`config.mk`:
```
export PLATFORM = sky130hd
export DESIGN_NAME = gimbal_aim_sequencer_top
export DESIGN_NICKNAME = d
export VERILOG_FILES = /design/src/gas_pkg.sv /design/src/gas_csr.sv /design/src/gas_step.sv /design/src/gimbal_aim_sequencer_top.sv
export SDC_FILE = /design/constraint.sdc
export NUM_CORES = 1
export LEC_CHECK = 0
export CORE_MARGIN = 10
export CORE_UTILIZATION = 65
export DETAILED_ROUTE_END_ITERATION = 10
export DONT_BUFFER_PORTS = 1
export PLACE_DENSITY = 0.82
export SETUP_SLACK_MARGIN = 0.3
export SYNTH_ARGS = -nofsm -noshare
export SYNTH_HDL_FRONTEND = slang
export SYNTH_SLANG_ARGS = --single-unit
```
`constraint.sdc`:
```
create_clock -name clock -period 7.3 [get_ports clock]
set_input_delay 1.095 -clock clock [delete_from_list [all_inputs] [get_ports clock]]
set_output_delay 1.095 -clock clock [all_outputs]
set_load 0.005 [all_outputs]
```
`src/gas_pkg.sv`:
```
// gas_pkg: shared types, codes and constants of the gimbal aim sequencer
// used by gas_csr, gas_step and gimbal_aim_sequencer_top; no dependencies
package gas_pkg;

   // coordinate width default and error width
   localparam int COORD_BITS_DEF = 10;
   localparam int ERR_W          = 16;   // widest coordinate error

   // phase codes
   localparam logic [2:0] PH_IDLE   = 3'd0;
   localparam logic [2:0] PH_LEFT   = 3'd1;
   localparam logic [2:0] PH_RIGHT  = 3'd2;
   localparam logic [2:0] PH_SEARCH = 3'd3;
   localparam logic [2:0] PH_AIM    = 3'd4;
   localparam logic [2:0] PH_FIRE   = 3'd5;

   // input codes
   localparam logic       FUNC_TICK    = 1'b0;
   localparam logic       FUNC_RESTART = 1'b1;
   localparam logic [1:0] MODE_WAIT    = 2'd0;
   localparam logic [1:0] MODE_AIM     = 2'd1;
   localparam logic [1:0] MODE_LEFT    = 2'd2;
   localparam logic [1:0] MODE_RIGHT   = 2'd3;

   // notify codes
   localparam logic [1:0] NOTE_NONE   = 2'd0;
   localparam logic [1:0] NOTE_SPEED  = 2'd1;
   localparam logic [1:0] NOTE_ANGLE  = 2'd2;
   localparam logic [1:0] NOTE_CANCEL = 2'd3;

   // register indexes
   localparam int CSR_IDX_W = 3;
   localparam logic [CSR_IDX_W-1:0] CSR_SCAN_SPEED    = 3'd0;
   localparam logic [CSR_IDX_W-1:0] CSR_DETECT_FRAMES = 3'd1;
   localparam logic [CSR_IDX_W-1:0] CSR_STABLE_FRAMES = 3'd2;
   localparam logic [CSR_IDX_W-1:0] CSR_YAW_TOL       = 3'd3;
   localparam logic [CSR_IDX_W-1:0] CSR_PITCH_START   = 3'd4;
   localparam logic [CSR_IDX_W-1:0] CSR_PITCH_STOP    = 3'd5;
   localparam logic [CSR_IDX_W-1:0] CSR_COARSE        = 3'd6;
   localparam logic [CSR_IDX_W-1:0] CSR_MEDIUM        = 3'd7;
   localparam int CSR_DATA_W = 10;

   // step magnitudes in hundredths of a degree
   localparam logic [9:0] STEP_COARSE = 10'd500;
   localparam logic [9:0] STEP_MEDIUM = 10'd100;
   localparam logic [9:0] STEP_SMALL  = 10'd10;
   localparam logic [9:0] STEP_FINE   = 10'd1;
   localparam logic [ERR_W-1:0] SMALL_LIMIT = 16'd5;

   // result packing
   localparam int RSP_FIELDS_W = 33;
   localparam int RSP_DATA_W   = 40;

   typedef struct packed {
      logic [5:0] scan_speed;
      logic [3:0] detect_frames;
      logic [3:0] stable_frames;
      logic [9:0] yaw_tolerance;
      logic [9:0] pitch_start_error;
      logic [9:0] pitch_stop_error;
      logic [9:0] coarse_threshold;
      logic [9:0] medium_threshold;
   } gas_cfg_type;

   typedef struct packed {
      logic [2:0]        phase;
      logic [3:0]        detect_count;
      logic [3:0]        yaw_stable_count;
      logic [3:0]        pitch_stable_count;
      logic              yaw_locked;
      logic              pitch_locked;
      logic              pitch_fine_enable;
      logic signed [6:0] yaw_speed;
      logic signed [9:0] yaw_step;
      logic signed [9:0] pitch_step;
   } gas_state_type;

   typedef struct packed {
      logic signed [6:0] yaw_speed;
      logic signed [9:0] yaw_step;
      logic signed [9:0] pitch_step;
      logic [1:0]        notify;
      logic              done_res;
      logic [2:0]        phase;
   } gas_result_type;

   // step magnitude from absolute error and thresholds
   function automatic logic [9:0] step_mag(input logic [ERR_W-1:0] err,
                                           input logic [9:0] coarse_thr,
                                           input logic [9:0] mid_thr,
                                           input logic fine);
      logic [9:0] mag;
      if (err > {{(ERR_W-10){1'b0}}, coarse_thr})
         mag = STEP_COARSE;
      else if (err > {{(ERR_W-10){1'b0}}, mid_thr})
         mag = STEP_MEDIUM;
      else if (err > SMALL_LIMIT)
         mag = STEP_SMALL;
      else if ((err != '0) && fine)
         mag = STEP_FINE;
      else
         mag = '0;
      return mag;
   endfunction

endpackage

```
`src/gas_csr.sv`:
```
// gas_csr: configuration register file of the aim sequencer
// depends on gas_pkg for register indexes and the config struct
module gas_csr (
   input  logic                                clock,
   input  logic                                reset,
   input  logic                                csr_valid,
   input  logic [gas_pkg::CSR_IDX_W-1:0]       csr_index,
   input  logic [gas_pkg::CSR_DATA_W-1:0]      csr_data,
   output gas_pkg::gas_cfg_type                cfg
);

   gas_pkg::gas_cfg_type cfg_ff;
   gas_pkg::gas_cfg_type cfg_in;

   always_comb begin
      cfg_in = cfg_ff;
      if (csr_valid) begin
         case (csr_index)
            gas_pkg::CSR_SCAN_SPEED:    cfg_in.scan_speed        = csr_data[5:0];
            gas_pkg::CSR_DETECT_FRAMES: cfg_in.detect_frames     = csr_data[3:0];
            gas_pkg::CSR_STABLE_FRAMES: cfg_in.stable_frames     = csr_data[3:0];
            gas_pkg::CSR_YAW_TOL:       cfg_in.yaw_tolerance     = csr_data;
            gas_pkg::CSR_PITCH_START:   cfg_in.pitch_start_error = csr_data;
            gas_pkg::CSR_PITCH_STOP:    cfg_in.pitch_stop_error  = csr_data;
            gas_pkg::CSR_COARSE:        cfg_in.coarse_threshold  = csr_data;
            gas_pkg::CSR_MEDIUM:        cfg_in.medium_threshold  = csr_data;
            default:                    cfg_in = cfg_ff;
         endcase
      end
   end

   always_ff @(posedge clock) begin
      if (reset) begin
         cfg_ff.scan_speed        <= 6'd12;
         cfg_ff.detect_frames     <= 4'd5;
         cfg_ff.stable_frames     <= 4'd5;
         cfg_ff.yaw_tolerance     <= 10'd4;
         cfg_ff.pitch_start_error <= 10'd5;
         cfg_ff.pitch_stop_error  <= 10'd3;
         cfg_ff.coarse_threshold  <= 10'd150;
         cfg_ff.medium_threshold  <= 10'd50;
      end else begin
         cfg_ff <= cfg_in;
      end
   end

   assign cfg = cfg_ff;

endmodule

```
`src/gas_step.sv`:
```
// gas_step: next-state and result logic for one control tick
// depends on gas_pkg for codes, step function and state/result structs
module gas_step #(
   parameter int COORD_BITS = gas_pkg::COORD_BITS_DEF
) (
   input  gas_pkg::gas_cfg_type      cfg,
   input  gas_pkg::gas_state_type    state_cur,
   input  logic                      func,
   input  logic [1:0]                mode,
   input  logic                      frame_ready,
   input  logic [COORD_BITS-1:0]     tgt_x,
   input  logic [COORD_BITS-1:0]     tgt_y,
   input  logic [COORD_BITS-1:0]     laser_x,
   input  logic [COORD_BITS-1:0]     laser_y,
   output gas_pkg::gas_state_type    state_nxt,
   output gas_pkg::gas_result_type   result
);

   localparam int EW = gas_pkg::ERR_W;

   logic [COORD_BITS-1:0] ex_raw, ey_raw;
   logic [EW-1:0]         ex, ey;
   logic [EW-1:0]         yaw_tol, pitch_start, pitch_stop;
   logic                  fine_nxt;
   logic [9:0]            yaw_mag, pitch_mag;
   logic signed [9:0]     yaw_step_new, pitch_step_new;
   logic [3:0]            ycnt_inc, pcnt_inc, dcnt_inc;
   logic                  ylock_hit, plock_hit;
   logic [1:0]            notify;
   logic                  done;

   assign ex_raw = (tgt_x >= laser_x) ? tgt_x - laser_x : laser_x - tgt_x;
   assign ey_raw = (tgt_y >= laser_y) ? tgt_y - laser_y : laser_y - tgt_y;
   assign ex = EW'(ex_raw);
   assign ey = EW'(ey_raw);

   assign yaw_tol     = EW'(cfg.yaw_tolerance);
   assign pitch_start = EW'(cfg.pitch_start_error);
   assign pitch_stop  = EW'(cfg.pitch_stop_error);

   // pitch fine stepping hysteresis
   always_comb begin
      if (ey > pitch_start)
         fine_nxt = 1'b1;
      else if (ey <= pitch_stop)
         fine_nxt = 1'b0;
      else
         fine_nxt = state_cur.pitch_fine_enable;
   end

   assign yaw_mag   = gas_pkg::step_mag(ex, cfg.coarse_threshold, cfg.medium_threshold, 1'b1);
   assign pitch_mag = gas_pkg::step_mag(ey, cfg.coarse_threshold, cfg.medium_threshold,
                                        fine_nxt);
   assign yaw_step_new   = (tgt_x > laser_x) ? $signed(yaw_mag) : -$signed(yaw_mag);
   assign pitch_step_new = (tgt_y > laser_y) ? $signed(pitch_mag) : -$signed(pitch_mag);

   // stable counters, zero on an out-of-tolerance frame
   assign ycnt_inc  = (ex <= yaw_tol)    ? state_cur.yaw_stable_count + 4'd1   : 4'd0;
   assign pcnt_inc  = (ey <= pitch_stop) ? state_cur.pitch_stable_count + 4'd1 : 4'd0;
   assign ylock_hit = ycnt_inc >= cfg.stable_frames;
   assign plock_hit = pcnt_inc >= cfg.stable_frames;
   assign dcnt_inc  = state_cur.detect_count + 4'd1;

   always_comb begin
      state_nxt = state_cur;
      notify    = gas_pkg::NOTE_NONE;
      done      = 1'b0;
      if (func == gas_pkg::FUNC_RESTART) begin
         state_nxt = '0;
         state_nxt.phase = gas_pkg::PH_IDLE;
         notify = gas_pkg::NOTE_SPEED;
      end else begin
         case (state_cur.phase)
            gas_pkg::PH_LEFT: begin
               state_nxt.yaw_speed = -$signed({1'b0, cfg.scan_speed});
               notify = gas_pkg::NOTE_SPEED;
               state_nxt.phase = gas_pkg::PH_SEARCH;
            end
            gas_pkg::PH_RIGHT: begin
               state_nxt.yaw_speed = $signed({1'b0, cfg.scan_speed});
               notify = gas_pkg::NOTE_SPEED;
               state_nxt.phase = gas_pkg::PH_SEARCH;
            end
            gas_pkg::PH_SEARCH: begin
               if (frame_ready) begin
                  state_nxt.detect_count = dcnt_inc;
                  if (dcnt_inc >= cfg.detect_frames) begin
                     state_nxt.detect_count = 4'd0;
                     state_nxt.yaw_speed = '0;
                     notify = gas_pkg::NOTE_CANCEL;
                     state_nxt.phase = gas_pkg::PH_AIM;
                  end
               end
            end
            gas_pkg::PH_AIM: begin
               if (frame_ready) begin
                  state_nxt.pitch_fine_enable = fine_nxt;
                  state_nxt.yaw_stable_count   = ylock_hit ? 4'd0 : ycnt_inc;
                  state_nxt.pitch_stable_count = plock_hit ? 4'd0 : pcnt_inc;
                  state_nxt.yaw_locked   = state_cur.yaw_locked | ylock_hit;
                  state_nxt.pitch_locked = state_cur.pitch_locked | plock_hit;
                  state_nxt.yaw_step   = state_nxt.yaw_locked   ? '0 : yaw_step_new;
                  state_nxt.pitch_step = state_nxt.pitch_locked ? '0 : pitch_step_new;
                  if (state_nxt.yaw_locked && state_nxt.pitch_locked)
                     state_nxt.phase = gas_pkg::PH_FIRE;
                  notify = gas_pkg::NOTE_ANGLE;
               end
            end
            gas_pkg::PH_FIRE: begin
               state_nxt.yaw_locked = 1'b0;
               state_nxt.pitch_locked = 1'b0;
               state_nxt.pitch_fine_enable = 1'b0;
               state_nxt.phase = gas_pkg::PH_IDLE;
               done = 1'b1;
            end
            default: begin
               // idle, and unused codes act as idle
               state_nxt.pitch_fine_enable = 1'b0;
               case (mode)
                  gas_pkg::MODE_AIM:   state_nxt.phase = gas_pkg::PH_AIM;
                  gas_pkg::MODE_LEFT:  state_nxt.phase = gas_pkg::PH_LEFT;
                  gas_pkg::MODE_RIGHT: state_nxt.phase = gas_pkg::PH_RIGHT;
                  default:             state_nxt.phase = gas_pkg::PH_IDLE;
               endcase
            end
         endcase
      end
   end

   assign result.yaw_speed  = state_nxt.yaw_speed;
   assign result.yaw_step   = state_nxt.yaw_step;
   assign result.pitch_step = state_nxt.pitch_step;
   assign result.notify     = notify;
   assign result.done_res   = done;
   assign result.phase      = state_nxt.phase;

endmodule

```
`src/gimbal_aim_sequencer_top.sv`:
```
// gimbal_aim_sequencer_top: stream wrapper with input register, step logic and
// result register; depends on gas_pkg, gas_csr and gas_step
//
// path: a req item passes through the input register and then the result register
//   before rsp_tvalid rises for it
// throughput: one item per cycle while rsp_tready is high; single pass of compares and adds
// reset: synchronous active high; clears phase, counters, locks, held outputs,
//   both valid flags and reloads the configuration defaults; no clearing pass
module gimbal_aim_sequencer_top #(
   parameter int COORD_BITS = gas_pkg::COORD_BITS_DEF
) (
   input  logic                              clock,
   input  logic                              reset,
   // request stream
   input  logic                              req_tvalid,
   output logic                              req_tready,
   // tdata fields from bit 0: mode, frame_ready, target_x, target_y, laser_x, laser_y
   input  logic [((3+4*COORD_BITS+7)/8)*8-1:0] req_tdata,
   // tuser: func
   input  logic                              req_tuser,
   // result stream
   output logic                              rsp_tvalid,
   input  logic                              rsp_tready,
   // tdata fields from bit 0: yaw_speed, yaw_step, pitch_step, notify, done_res, phase
   output logic [gas_pkg::RSP_DATA_W-1:0]    rsp_tdata,
   // configuration write channel
   input  logic                              csr_valid,
   output logic                              csr_ready,
   input  logic [gas_pkg::CSR_IDX_W-1:0]     csr_index,
   input  logic [gas_pkg::CSR_DATA_W-1:0]    csr_data
);

   localparam int CB = COORD_BITS;

   // config registers
   gas_pkg::gas_cfg_type cfg;

   gas_csr u_csr (
      .clock     (clock),
      .reset     (reset),
      .csr_valid (csr_valid),
      .csr_index (csr_index),
      .csr_data  (csr_data),
      .cfg       (cfg)
   );

   // writes are always taken
   assign csr_ready = 1'b1;

   // input register
   logic          in_valid_ff;
   logic          in_func_ff;
   logic [1:0]    in_mode_ff;
   logic          in_frame_ff;
   logic [CB-1:0] in_tx_ff, in_ty_ff, in_lx_ff, in_ly_ff;

   // tracking state and result register
   gas_pkg::gas_state_type  state_ff, state_in;
   gas_pkg::gas_result_type result_in, rsp_data_ff;
   logic                    rsp_valid_ff;

   logic advance;   // result register can take the item in the input register

   assign advance    = !rsp_valid_ff || rsp_tready;
   assign req_tready = !in_valid_ff || advance;

   always_ff @(posedge clock) begin
      if (reset) begin
         in_valid_ff <= 1'b0;
      end else if (req_tready) begin
         in_valid_ff <= req_tvalid;
      end
   end

   // payload, no reset needed
   always_ff @(posedge clock) begin
      if (req_tready && req_tvalid) begin
         in_func_ff  <= req_tuser;
         in_mode_ff  <= req_tdata[1:0];
         in_frame_ff <= req_tdata[2];
         in_tx_ff    <= req_tdata[3 +: CB];
         in_ty_ff    <= req_tdata[3 + CB +: CB];
         in_lx_ff    <= req_tdata[3 + 2*CB +: CB];
         in_ly_ff    <= req_tdata[3 + 3*CB +: CB];
      end
   end

   gas_step #(.COORD_BITS(COORD_BITS)) u_step (
      .cfg         (cfg),
      .state_cur   (state_ff),
      .func        (in_func_ff),
      .mode        (in_mode_ff),
      .frame_ready (in_frame_ff),
      .tgt_x       (in_tx_ff),
      .tgt_y       (in_ty_ff),
      .laser_x     (in_lx_ff),
      .laser_y     (in_ly_ff),
      .state_nxt   (state_in),
      .result      (result_in)
   );

   // state moves only when an item passes into the result register
   always_ff @(posedge clock) begin
      if (reset) begin
         state_ff       <= '0;
         state_ff.phase <= gas_pkg::PH_IDLE;
         rsp_valid_ff   <= 1'b0;
      end else if (advance) begin
         rsp_valid_ff <= in_valid_ff;
         if (in_valid_ff)
            state_ff <= state_in;
      end
   end

   always_ff @(posedge clock) begin
      if (advance && in_valid_ff)
         rsp_data_ff <= result_in;
   end

   assign rsp_tvalid = rsp_valid_ff;
   assign rsp_tdata  = {{(gas_pkg::RSP_DATA_W - gas_pkg::RSP_FIELDS_W){1'b0}},
                        rsp_data_ff.phase,
                        rsp_data_ff.done_res,
                        rsp_data_ff.notify,
                        rsp_data_ff.pitch_step,
                        rsp_data_ff.yaw_step,
                        rsp_data_ff.yaw_speed};

   // done pulse always lands in idle
   a_done_idle: assert property (@(posedge clock) disable iff (reset)
      rsp_valid_ff && rsp_data_ff.done_res |-> rsp_data_ff.phase == gas_pkg::PH_IDLE)
      else $error("done_res outside idle");

   // cancel only on the search-to-aim transition
   a_cancel_aim: assert property (@(posedge clock) disable iff (reset)
      rsp_valid_ff && rsp_data_ff.notify == gas_pkg::NOTE_CANCEL
      |-> rsp_data_ff.phase == gas_pkg::PH_AIM)
      else $error("cancel notify outside aim entry");

   // both axes locked means fire phase
   a_lock_fire: assert property (@(posedge clock) disable iff (reset)
      state_ff.yaw_locked && state_ff.pitch_locked |-> state_ff.phase == gas_pkg::PH_FIRE)
      else $error("both axes locked outside fire phase");

   // state frozen while no item passes
   a_state_hold: assert property (@(posedge clock) disable iff (reset)
      !(advance && in_valid_ff) |=> $stable(state_ff))
      else $error("state changed without an item");

   // no result right after reset
   a_reset_empty: assert property (@(posedge clock)
      reset |=> !rsp_valid_ff && !in_valid_ff)
      else $error("valid set after reset");

endmodule
```
==> results.cfg, run 1 <==
[routing]
drc = 0
drtIter0Drc = 687
vias = 9711
wl_per_cell_um = 17.98
wl_um = 28200
via_per_inst = 6.189
dr.pass1.iters = 6
ant_nets = 0

[die]
fp.dieW_um = 155.6
die_h_um = 155.6
start_util_pct = 66.31
core_area_mm2 = 0.01802
rows = 49
die-area_mm2 = 0.02421
io_pins = 110

[worst_setup_path]
slowest_delay_ps = 520
critPathKind = flip-flop to flip-flop
r2r_setup_slack_ps = 930
startpoint_type = flip-flop
crit_path_top_delay_cell = nor3_1
reg2reg_depth = 26
worstSetupEndpointType = flip-flop
cp.required_ps = 7670
worstPathArrival_ps = 6740
r2r_start = in_ty_ff[0]$_DFFE_PP_
rr_endpoint = state_ff[9]$_SDFFE_PP0P_
cp_max_fo = 9

[job]
maxCapViolations = 0

[sta]
hold_viol = 0
period_share_pct = 87.20
finalWorstSetupSlack_ps = 934.6
rsz0062_at_grt = no
hold_ws_ps = 454.7
clock_skew_ps = 9.953
setup_tns_ps = 0
worst_slew_pin_slew_ps = 1219
fmax_mhz = 157.1
min_period_ps = 6365
slew_violations = 0
setup_viol = 0
maxSlewHeadroom_pct = 18.55

[global_route]
antenna_found_initial = 0
grt_pass1_wl_um = 45570
grt_remaining_overflow = 0
grt_pass1_vias = 9286
grt_util_all_layers_pct = 22.84
grt_max_degree = 100

[cells_and_area]
n_antenna_cell = 0
nNetsFinal = 1524
syn_to_final_growth_pct = 5.873
layout_commonest_cell = nand2_1
fin_util_pct = 70.20
layout_common_cells = nand2_1, ha_1, a21oi_1
layout-drive-gt1-share_pct = 6.194

[placement]
port_buffers = 0
post-place-ws_ps = 1066
routabilityCongestion = 0.9083
hpwl_um = 20680

[power_and_ir_drop]
p_leak_nw = 5.121
ir_worst_vdd_uv = 295.0
power.density_mw_per_mm2 = 223.4

[worst_hold_path]
min_to = u_csr.cfg[48]$_SDFFE_PP0P_
whs_path_depth = 2
min_from = u_csr.cfg[48]$_SDFFE_PP0P_
worst_hold_path_type = flip-flop to flip-flop

[outcome]
status = finished, final reports clean

[logic_synthesis]
yosys_register_bits = 188
synthDistinctLibCells = 85
synth-warning-count = 0
synth_edf_count = 77
syn_area_mm2 = 0.01195
syn_avg_cell_area_um2 = 8.840
yosys_most_used_dff = dfxtp_1
ys_seq_area_share_pct = 37.94
async_flop_share_pct = 0
syn_inst = 1352

[clocking]
clk_pin_slew_ps = 70
clockRootBuffer = clkbuf_16
cts_inserted_buffers = 17
holdBufCountCts = 0
cts_tree = done
cts_resized = 0
post_cts_buffers = 0
cts_sinks = 188
ctsHtreeMaxLevel = 4
clk_latency_ps = 440
clockBufferDepth = 2
## worst max path at each step
stage	from	end	slack [ps]	cells past startpoint
after floorplan	in_ty_ff[0]$_DFFE_PP_	state_ff[9]$_SDFFE_PP0P_	1820	27
after global placement	in_ty_ff[0]$_DFFE_PP_	state_ff[9]$_SDFFE_PP0P_	1170	27
after detailed placement	in_ty_ff[0]$_DFFE_PP_	state_ff[9]$_SDFFE_PP0P_	1070	27
after CTS	in_ty_ff[0]$_DFFE_PP_	state_ff[9]$_SDFFE_PP0P_	980	27
after global routing	in_ty_ff[0]$_DFFE_PP_	state_ff[9]$_SDFFE_PP0P_	370	27
final	in_ty_ff[0]$_DFFE_PP_	state_ff[9]$_SDFFE_PP0P_	930	26
## where the power goes
| group | internal, mW | leakage (nW) | switching (mW) |
|---|---|---|---|
| logic | 0.304 | 3.19 | 0.446 |
| registers | 1.13 | 1.64 | 0.0223 |
| clock network | 0.484 | 0.288 | 0.441 |
## kinds of logic after synthesis
kind of cell    Yosys count  synth area share, %
simple gates            447                18.38
compound gates          357                19.59
flops                   188                37.94
buf+inv                 177                6.030
fa+ha+maj               130                13.86
xor+xnor                 26                1.905
mux                      25                2.230
other cells               2              0.06284
## synth_stat cells, types with 6 or more instances
master / count / area [µm²]
nand2_1: 167 / 626.9
ha_1: 126 / 1577
a21oi_1: 119 / 595.6
inv_1: 114 / 427.9
dfxtp_1: 111 / 2222
nor2_1: 97 / 364.1
edfxtp_1: 77 / 2312
o21ai_0: 55 / 275.3
clkbuf_1: 40 / 150.1
a21o_1: 31 / 232.7
nor2b_1: 25 / 156.4
nand2b_1: 24 / 150.1
mux2i_1: 21 / 210.2
nand3_1: 19 / 95.09
nor3_1: 19 / 95.09
a211o_1: 18 / 157.7
xnor2_1: 18 / 157.7
o21a_1: 17 / 127.6
nand4_1: 16 / 100.1
o21ai_1: 14 / 70.07
a22oi_1: 13 / 97.59
and2_1: 13 / 81.33
and3_1: 13 / 81.33
o211ai_1: 13 / 97.59
a211oi_1: 11 / 82.58
a22o_1: 10 / 87.58
nand3b_1: 9 / 67.56
or2_2: 9 / 56.30
buf_2: 8 / 40.04
buf_4: 8 / 60.06
xor2_1: 8 / 70.07
or3_1: 7 / 43.79
a21boi_0: 6 / 45.04
## routing by layer
metal	up-vias	wire [µm]	track usage, %
met2	349	13770	39.25
li1	4714	-	-
met4	0	493	5.971
met1	4602	12110	28.71
met5	-	0	0
met3	46	1824	4.467
## registers in the layout, indices dropped and copies added (netlist names)
name         flops
u_csr.cfg       64
state_ff        45
rsp_tdata       33
in_lx_ff        10
in_ly_ff        10
in_tx_ff        10
in_ty_ff        10
in_mode_ff       2
in_frame_ff      1
in_func_ff       1
in_valid_ff      1
rsp_tvalid       1
## layout make-up
type                    instances  area (µm²)
clock inverters                15       161.4
flip-flops and latches        188        4534
inverters                     114       427.9
well taps                     229       286.5
repair buffers                 13       97.59
multi-input cells             993        6720
clock buffers                  17       425.4
fillers                      1376        5371
## worst max-delay path: cells and delay by family (launching register included)
kind	cells	cell delay [ps]
AND/OR/NAND/NOR	8	1930
buffers and inverters	3	310
flip-flops	1	400
AO/OA/AOI/OAI	11	2630
adder cells (fa/ha/maj)	4	1010
## metrics by stage
| step | cells | power [mW] | cell area [µm²] |
|---|---|---|---|
| after floorplan | 1358 | 1.732 | 11970 |
| after global placement | 1537 | 1.874 | 12070 |
| after detailed placement | 1537 | 1.901 | 12070 |
| after CTS | 1569 | 2.822 | 12650 |
| after global routing | 1569 | 2.973 | 12650 |
| final | 1569 | 2.827 | 12650 |
Power figures use the tool's default switching activity.
==> run 2, diff against run 1 <==
- PLACE_DENSITY: 0.82 -> 0.81
- clock period: 7.3 -> 6.09 ns (I/O delays scaled with it)
==> results.cfg, run 2 (synthesis gave the netlist of run 1 again) <==
[placement]
post-place-ws_ps = 227.3
placed_cell_area_mm2 = 0.01219
routabilityCongestion = 0.9443
hpwl_um = 21300
port_buffers = 0

[cells_and_area]
n_fill_cell = 1313
layout_common_cells = nand2_1, ha_1, a21oi_1
fin_util_pct = 72.67
layout-drive-gt1-share_pct = 9.985
largest_reg_flops = 64
register_area_mm2 = 0.004534
multi_input_area_mm2 = 0.006870
nNetsFinal = 1557
stdcell_area_mm2 = 0.01310
n_antenna_cell = 0
layout_commonest_cell = nand2_1
syn_to_final_growth_pct = 9.600

[worst_setup_path]
startpoint_type = flip-flop
cp.required_ps = 6460
worstPathArrival_ps = 6080
critPathKind = flip-flop to flip-flop
worstSetupEndpointType = flip-flop
cp_max_fo = 5
slowest_delay_ps = 400
crit_path_top_delay_cell = edfxtp_1

[global_route]
grt_pass1_vias = 9338
grt_remaining_overflow = 0
grt_pass1_wl_um = 46750
grt_max_degree = 100
grt_util_all_layers_pct = 23.56
antenna_found_initial = 0

[sta]
finalWorstSetupSlack_ps = 382.4
clock_skew_ps = 9.175
hold_viol = 0
period_share_pct = 93.72
fmax_mhz = 175.2
maxSlewHeadroom_pct = 18.29
worst_slew_pin_slew_ps = 1223
rsz0062_at_grt = yes
slew_violations = 0
min_period_ps = 5708
setup_viol = 0
setup_tns_ps = 0

[die]
core_area_mm2 = 0.01802
start_util_pct = 66.31
die-area_mm2 = 0.02421
rows = 49
die_h_um = 155.6
io_pins = 110
fp.dieW_um = 155.6

[power_and_ir_drop]
ir_worst_vdd_uv = 218.9
power.density_mw_per_mm2 = 273.1
power_mw = 3.577
p_leak_nw = 5.321

[clocking]
ctsHtreeMaxLevel = 4
clk_latency_ps = 440
clockBufferDepth = 2
cts_inserted_buffers = 17
clockRootBuffer = clkbuf_16
cts_tree = done
cts_sinks = 188
clk_pin_slew_ps = 70

[worst_hold_path]
worst_hold_path_type = flip-flop to flip-flop

[outcome]
status = finished, final reports clean

[routing]
ant_nets = 0
vias = 10010
dr.pass1.iters = 5
wl_per_cell_um = 18.55
wl_um = 29700
drtIter0Drc = 659
via_per_inst = 6.253
drc = 0

[job]
maxCapViolations = 0
==> run 2: cell type report <==
class / count / area share [%]
clock buffers: 20 / 3.410
repair buffers: 46 / 2.665
multi-input cells: 993 / 52.45
clock inverters: 11 / 1.404
inverters: 114 / 3.267
well taps: 229 / 2.187
flip-flops and latches: 188 / 34.62
==> run 2: repair_timing <==
action,in CTS,in global routing
setup buffers,3,14
hold buffers,0,0
pin swaps,2,17
setup endpoints to repair,22,43
resized for setup,8,28
==> run 2: metrics by stage <==
stage,hold WS (ps),cells
2_1_floorplan,424.9,1358
3_3_place_gp,432.5,1553
3_5_place_dp,441.1,1553
4_1_cts,449.9,1587
5_1_grt,464.0,1601
6_report,451.5,1601
==> run 2: path summary, 6_finish.rpt <==
kind	from	end	slack, ps	cells past startpoint
min reg2reg	u_csr.cfg[33]$_SDFFE_PP0P_	u_csr.cfg[33]$_SDFFE_PP0P_	450	2
max	in_ty_ff[0]$_DFFE_PP_	state_ff[9]$_SDFFE_PP0P_	380	28
min	u_csr.cfg[33]$_SDFFE_PP0P_	u_csr.cfg[33]$_SDFFE_PP0P_	450	2
max reg2reg	in_ty_ff[0]$_DFFE_PP_	state_ff[9]$_SDFFE_PP0P_	380	28
==> run 2: routing by layer <==
metal / part of all wire, % / GRT usage, % / wire [µm] / vias to the layer above
met5: 0 / 0 / 0 / -
met4: 3.0 / 9.893 / 892 / 0
met3: 6.4 / 3.750 / 1913 / 79
met2: 49 / 39.84 / 14570 / 383
met1: 42 / 29.28 / 12320 / 4762
li1: - / - / - / 4787
==> run 2: where the power goes <==
part	internal (mW)	total [mW]	switching (mW)
combinational	0.423	0.993	0.570
sequential	1.35	1.38	0.0265
clock	0.704	1.20	0.500
==> run 2: worst max-delay path: cells and delay by family, from the launching register on <==
kind            cells  cell delay [ps]
compound gates     13             2400
xor+xnor            1              120
fa+ha+maj           4             1150
buf+inv             5              610
flops               1              400
mux                 1              240
simple gates        4              730
==> run 3, diff against run 2 <==
- GPL_TIMING_DRIVEN: unset -> 0
==> results.cfg, run 3 (synthesis gave the netlist of run 1 again) <==
[clocking]
cts_tree = done
holdBufCountCts = 0
clk_pin_slew_ps = 70
cts_sinks = 188
clockRootBuffer = clkbuf_16
ctsHtreeMaxLevel = 4
cts_inserted_buffers = 17
clockBufferDepth = 2
clk_latency_ps = 440

[power_and_ir_drop]
intPower_mw = 2.474
p_sw_share_pct = 31.35
power.density_mw_per_mm2 = 269.4
clkPwrFrac_pct = 32.9
seq_power_share_pct = 38.2
power_mw = 3.604
combPwrFrac_pct = 28.9
power_switching_mw = 1.130
ir_worst_vdd_uv = 292.9
p_leak_nw = 5.444

[worst_setup_path]
cp-startpoint = in_tx_ff[0]$_DFFE_PP_
worstSetupEndpointType = flip-flop
slowest_delay_ps = 380
r2r_setup_slack_ps = 420
crit_path_top_delay_cell = edfxtp_1
cp_max_fo = 9
worstPathArrival_ps = 6040
rr_endpoint = state_ff[11]$_SDFFE_PP0P_
r2r_start = in_tx_ff[0]$_DFFE_PP_
critPathKind = flip-flop to flip-flop
critPathBufInv = 3
cp_top_family = compound AO/OA/AOI/OAI gates
startpoint_type = flip-flop
path_common_cell = ha_1
reg2reg_depth = 28
cp.required_ps = 6460

[die]
rows = 49
fp.dieW_um = 155.6
die-area_mm2 = 0.02421
io_pins = 110
core_area_mm2 = 0.01802
start_util_pct = 66.31
die_h_um = 155.6

[routing]
drc = 0
via_per_inst = 6.197
ant_nets = 0
wl_um = 30930
drtIter0Drc = 912
dr.pass1.iters = 6
vias = 10210
wl_per_cell_um = 18.78

[worst_hold_path]
min_to = u_csr.cfg[28]$_SDFFE_PP0P_
min_from = u_csr.cfg[28]$_SDFFE_PP0P_
whs_path_depth = 2
worst_hold_path_type = flip-flop to flip-flop

[sta]
rsz0062_at_grt = no
setup_viol = 0
finalWorstSetupSlack_ps = 421.4
clock_skew_ps = 7.372
hold_viol = 0
setup_tns_ps = 0
period_share_pct = 93.08
fmax_mhz = 176.4
worst_slew_pin_slew_ps = 1111
maxSlewHeadroom_pct = 25.26
min_period_ps = 5669
slew_violations = 0
hold_ws_ps = 453.1

[cells_and_area]
fin_util_pct = 74.23
nNetsFinal = 1602
multi_input_area_mm2 = 0.006985
layout_commonest_cell = nand2_1
register_area_mm2 = 0.004534
syn_to_final_growth_pct = 11.95
largest_reg_flops = 64
n_fill_cell = 1325
layout-drive-gt1-share_pct = 10.86
instances_no_fill = 1647
layout_common_cells = nand2_1, ha_1, a21oi_1, inv_1, dfxtp_1
n_antenna_cell = 0
stdcell_area_mm2 = 0.01338

[global_route]
grt_max_degree = 43
grt_remaining_overflow = 0
grt_util_all_layers_pct = 24.31
antenna_found_initial = 0
grt_pass1_wl_um = 48040
grt_pass1_vias = 9619

[outcome]
status = finished, final reports clean

[placement]
port_buffers = 0
hpwl_um = 22360
routabilityCongestion = 0.9064
post-place-ws_ps = -727.2
placed_cell_area_mm2 = 0.01228
place_inst = 1588

[job]
maxCapViolations = 0
run 3: repair_timing:
| action | CTS | global route |
|---|---|---|
| setup buffers | 11 | 15 |
| setup endpoints to repair | 45 | 36 |
| resized for setup | 32 | 30 |
| pin swaps | 12 | 24 |
| gates cloned | 0 | 1 |
run 3: worst max-delay path by stage:
| stage | endpoint | slack (ps) | cells past startpoint |
|---|---|---|---|
| after floorplan | state_ff[9]$_SDFFE_PP0P_ | 610 | 27 |
| after global placement | state_ff[9]$_SDFFE_PP0P_ | -660 | 26 |
| after detailed placement | state_ff[9]$_SDFFE_PP0P_ | -730 | 26 |
| after CTS | state_ff[7]$_SDFFE_PP0P_ | 300 | 29 |
| after global routing | state_ff[7]$_SDFFE_PP0P_ | 250 | 24 |
| final | state_ff[11]$_SDFFE_PP0P_ | 420 | 28 |
run 3: tightest hold or removal path, delay by kind of cell, from the launching register on:
family          cells  cell delay (ps)
flops               1              310
simple gates        1               50
compound gates      1               50
run 3: area by class of cell:
class | instances | share of cell area (%)
Timing Repair Buffer | 28 | 1.646
Buffer | 63 | 2.282
Sequential cell | 188 | 33.89
Tap cell | 229 | 2.142
Clock buffer | 20 | 3.264
Inverter | 114 | 3.198
Multi-Input combinational cell | 993 | 52.21
Clock inverter | 12 | 1.365
run 3: power groups by stage:
stage	clock network [mW]	logic (mW)	registers, mW
finish	1.19	1.04	1.38
floorplan	0	0.678	1.40
global placement	0	0.862	1.40
detailed placement	0	0.893	1.41
global route	1.25	1.14	1.38
CTS	1.20	0.954	1.38
run 3: routing by layer:
metal | vias up | routed length (µm) | global-route usage (%)
met5 | - | 0 | 0
met4 | 0 | 992 | 9.358
met3 | 75 | 2136 | 4.577
met2 | 443 | 15050 | 40.85
met1 | 4817 | 12750 | 30.31
li1 | 4872 | - | -
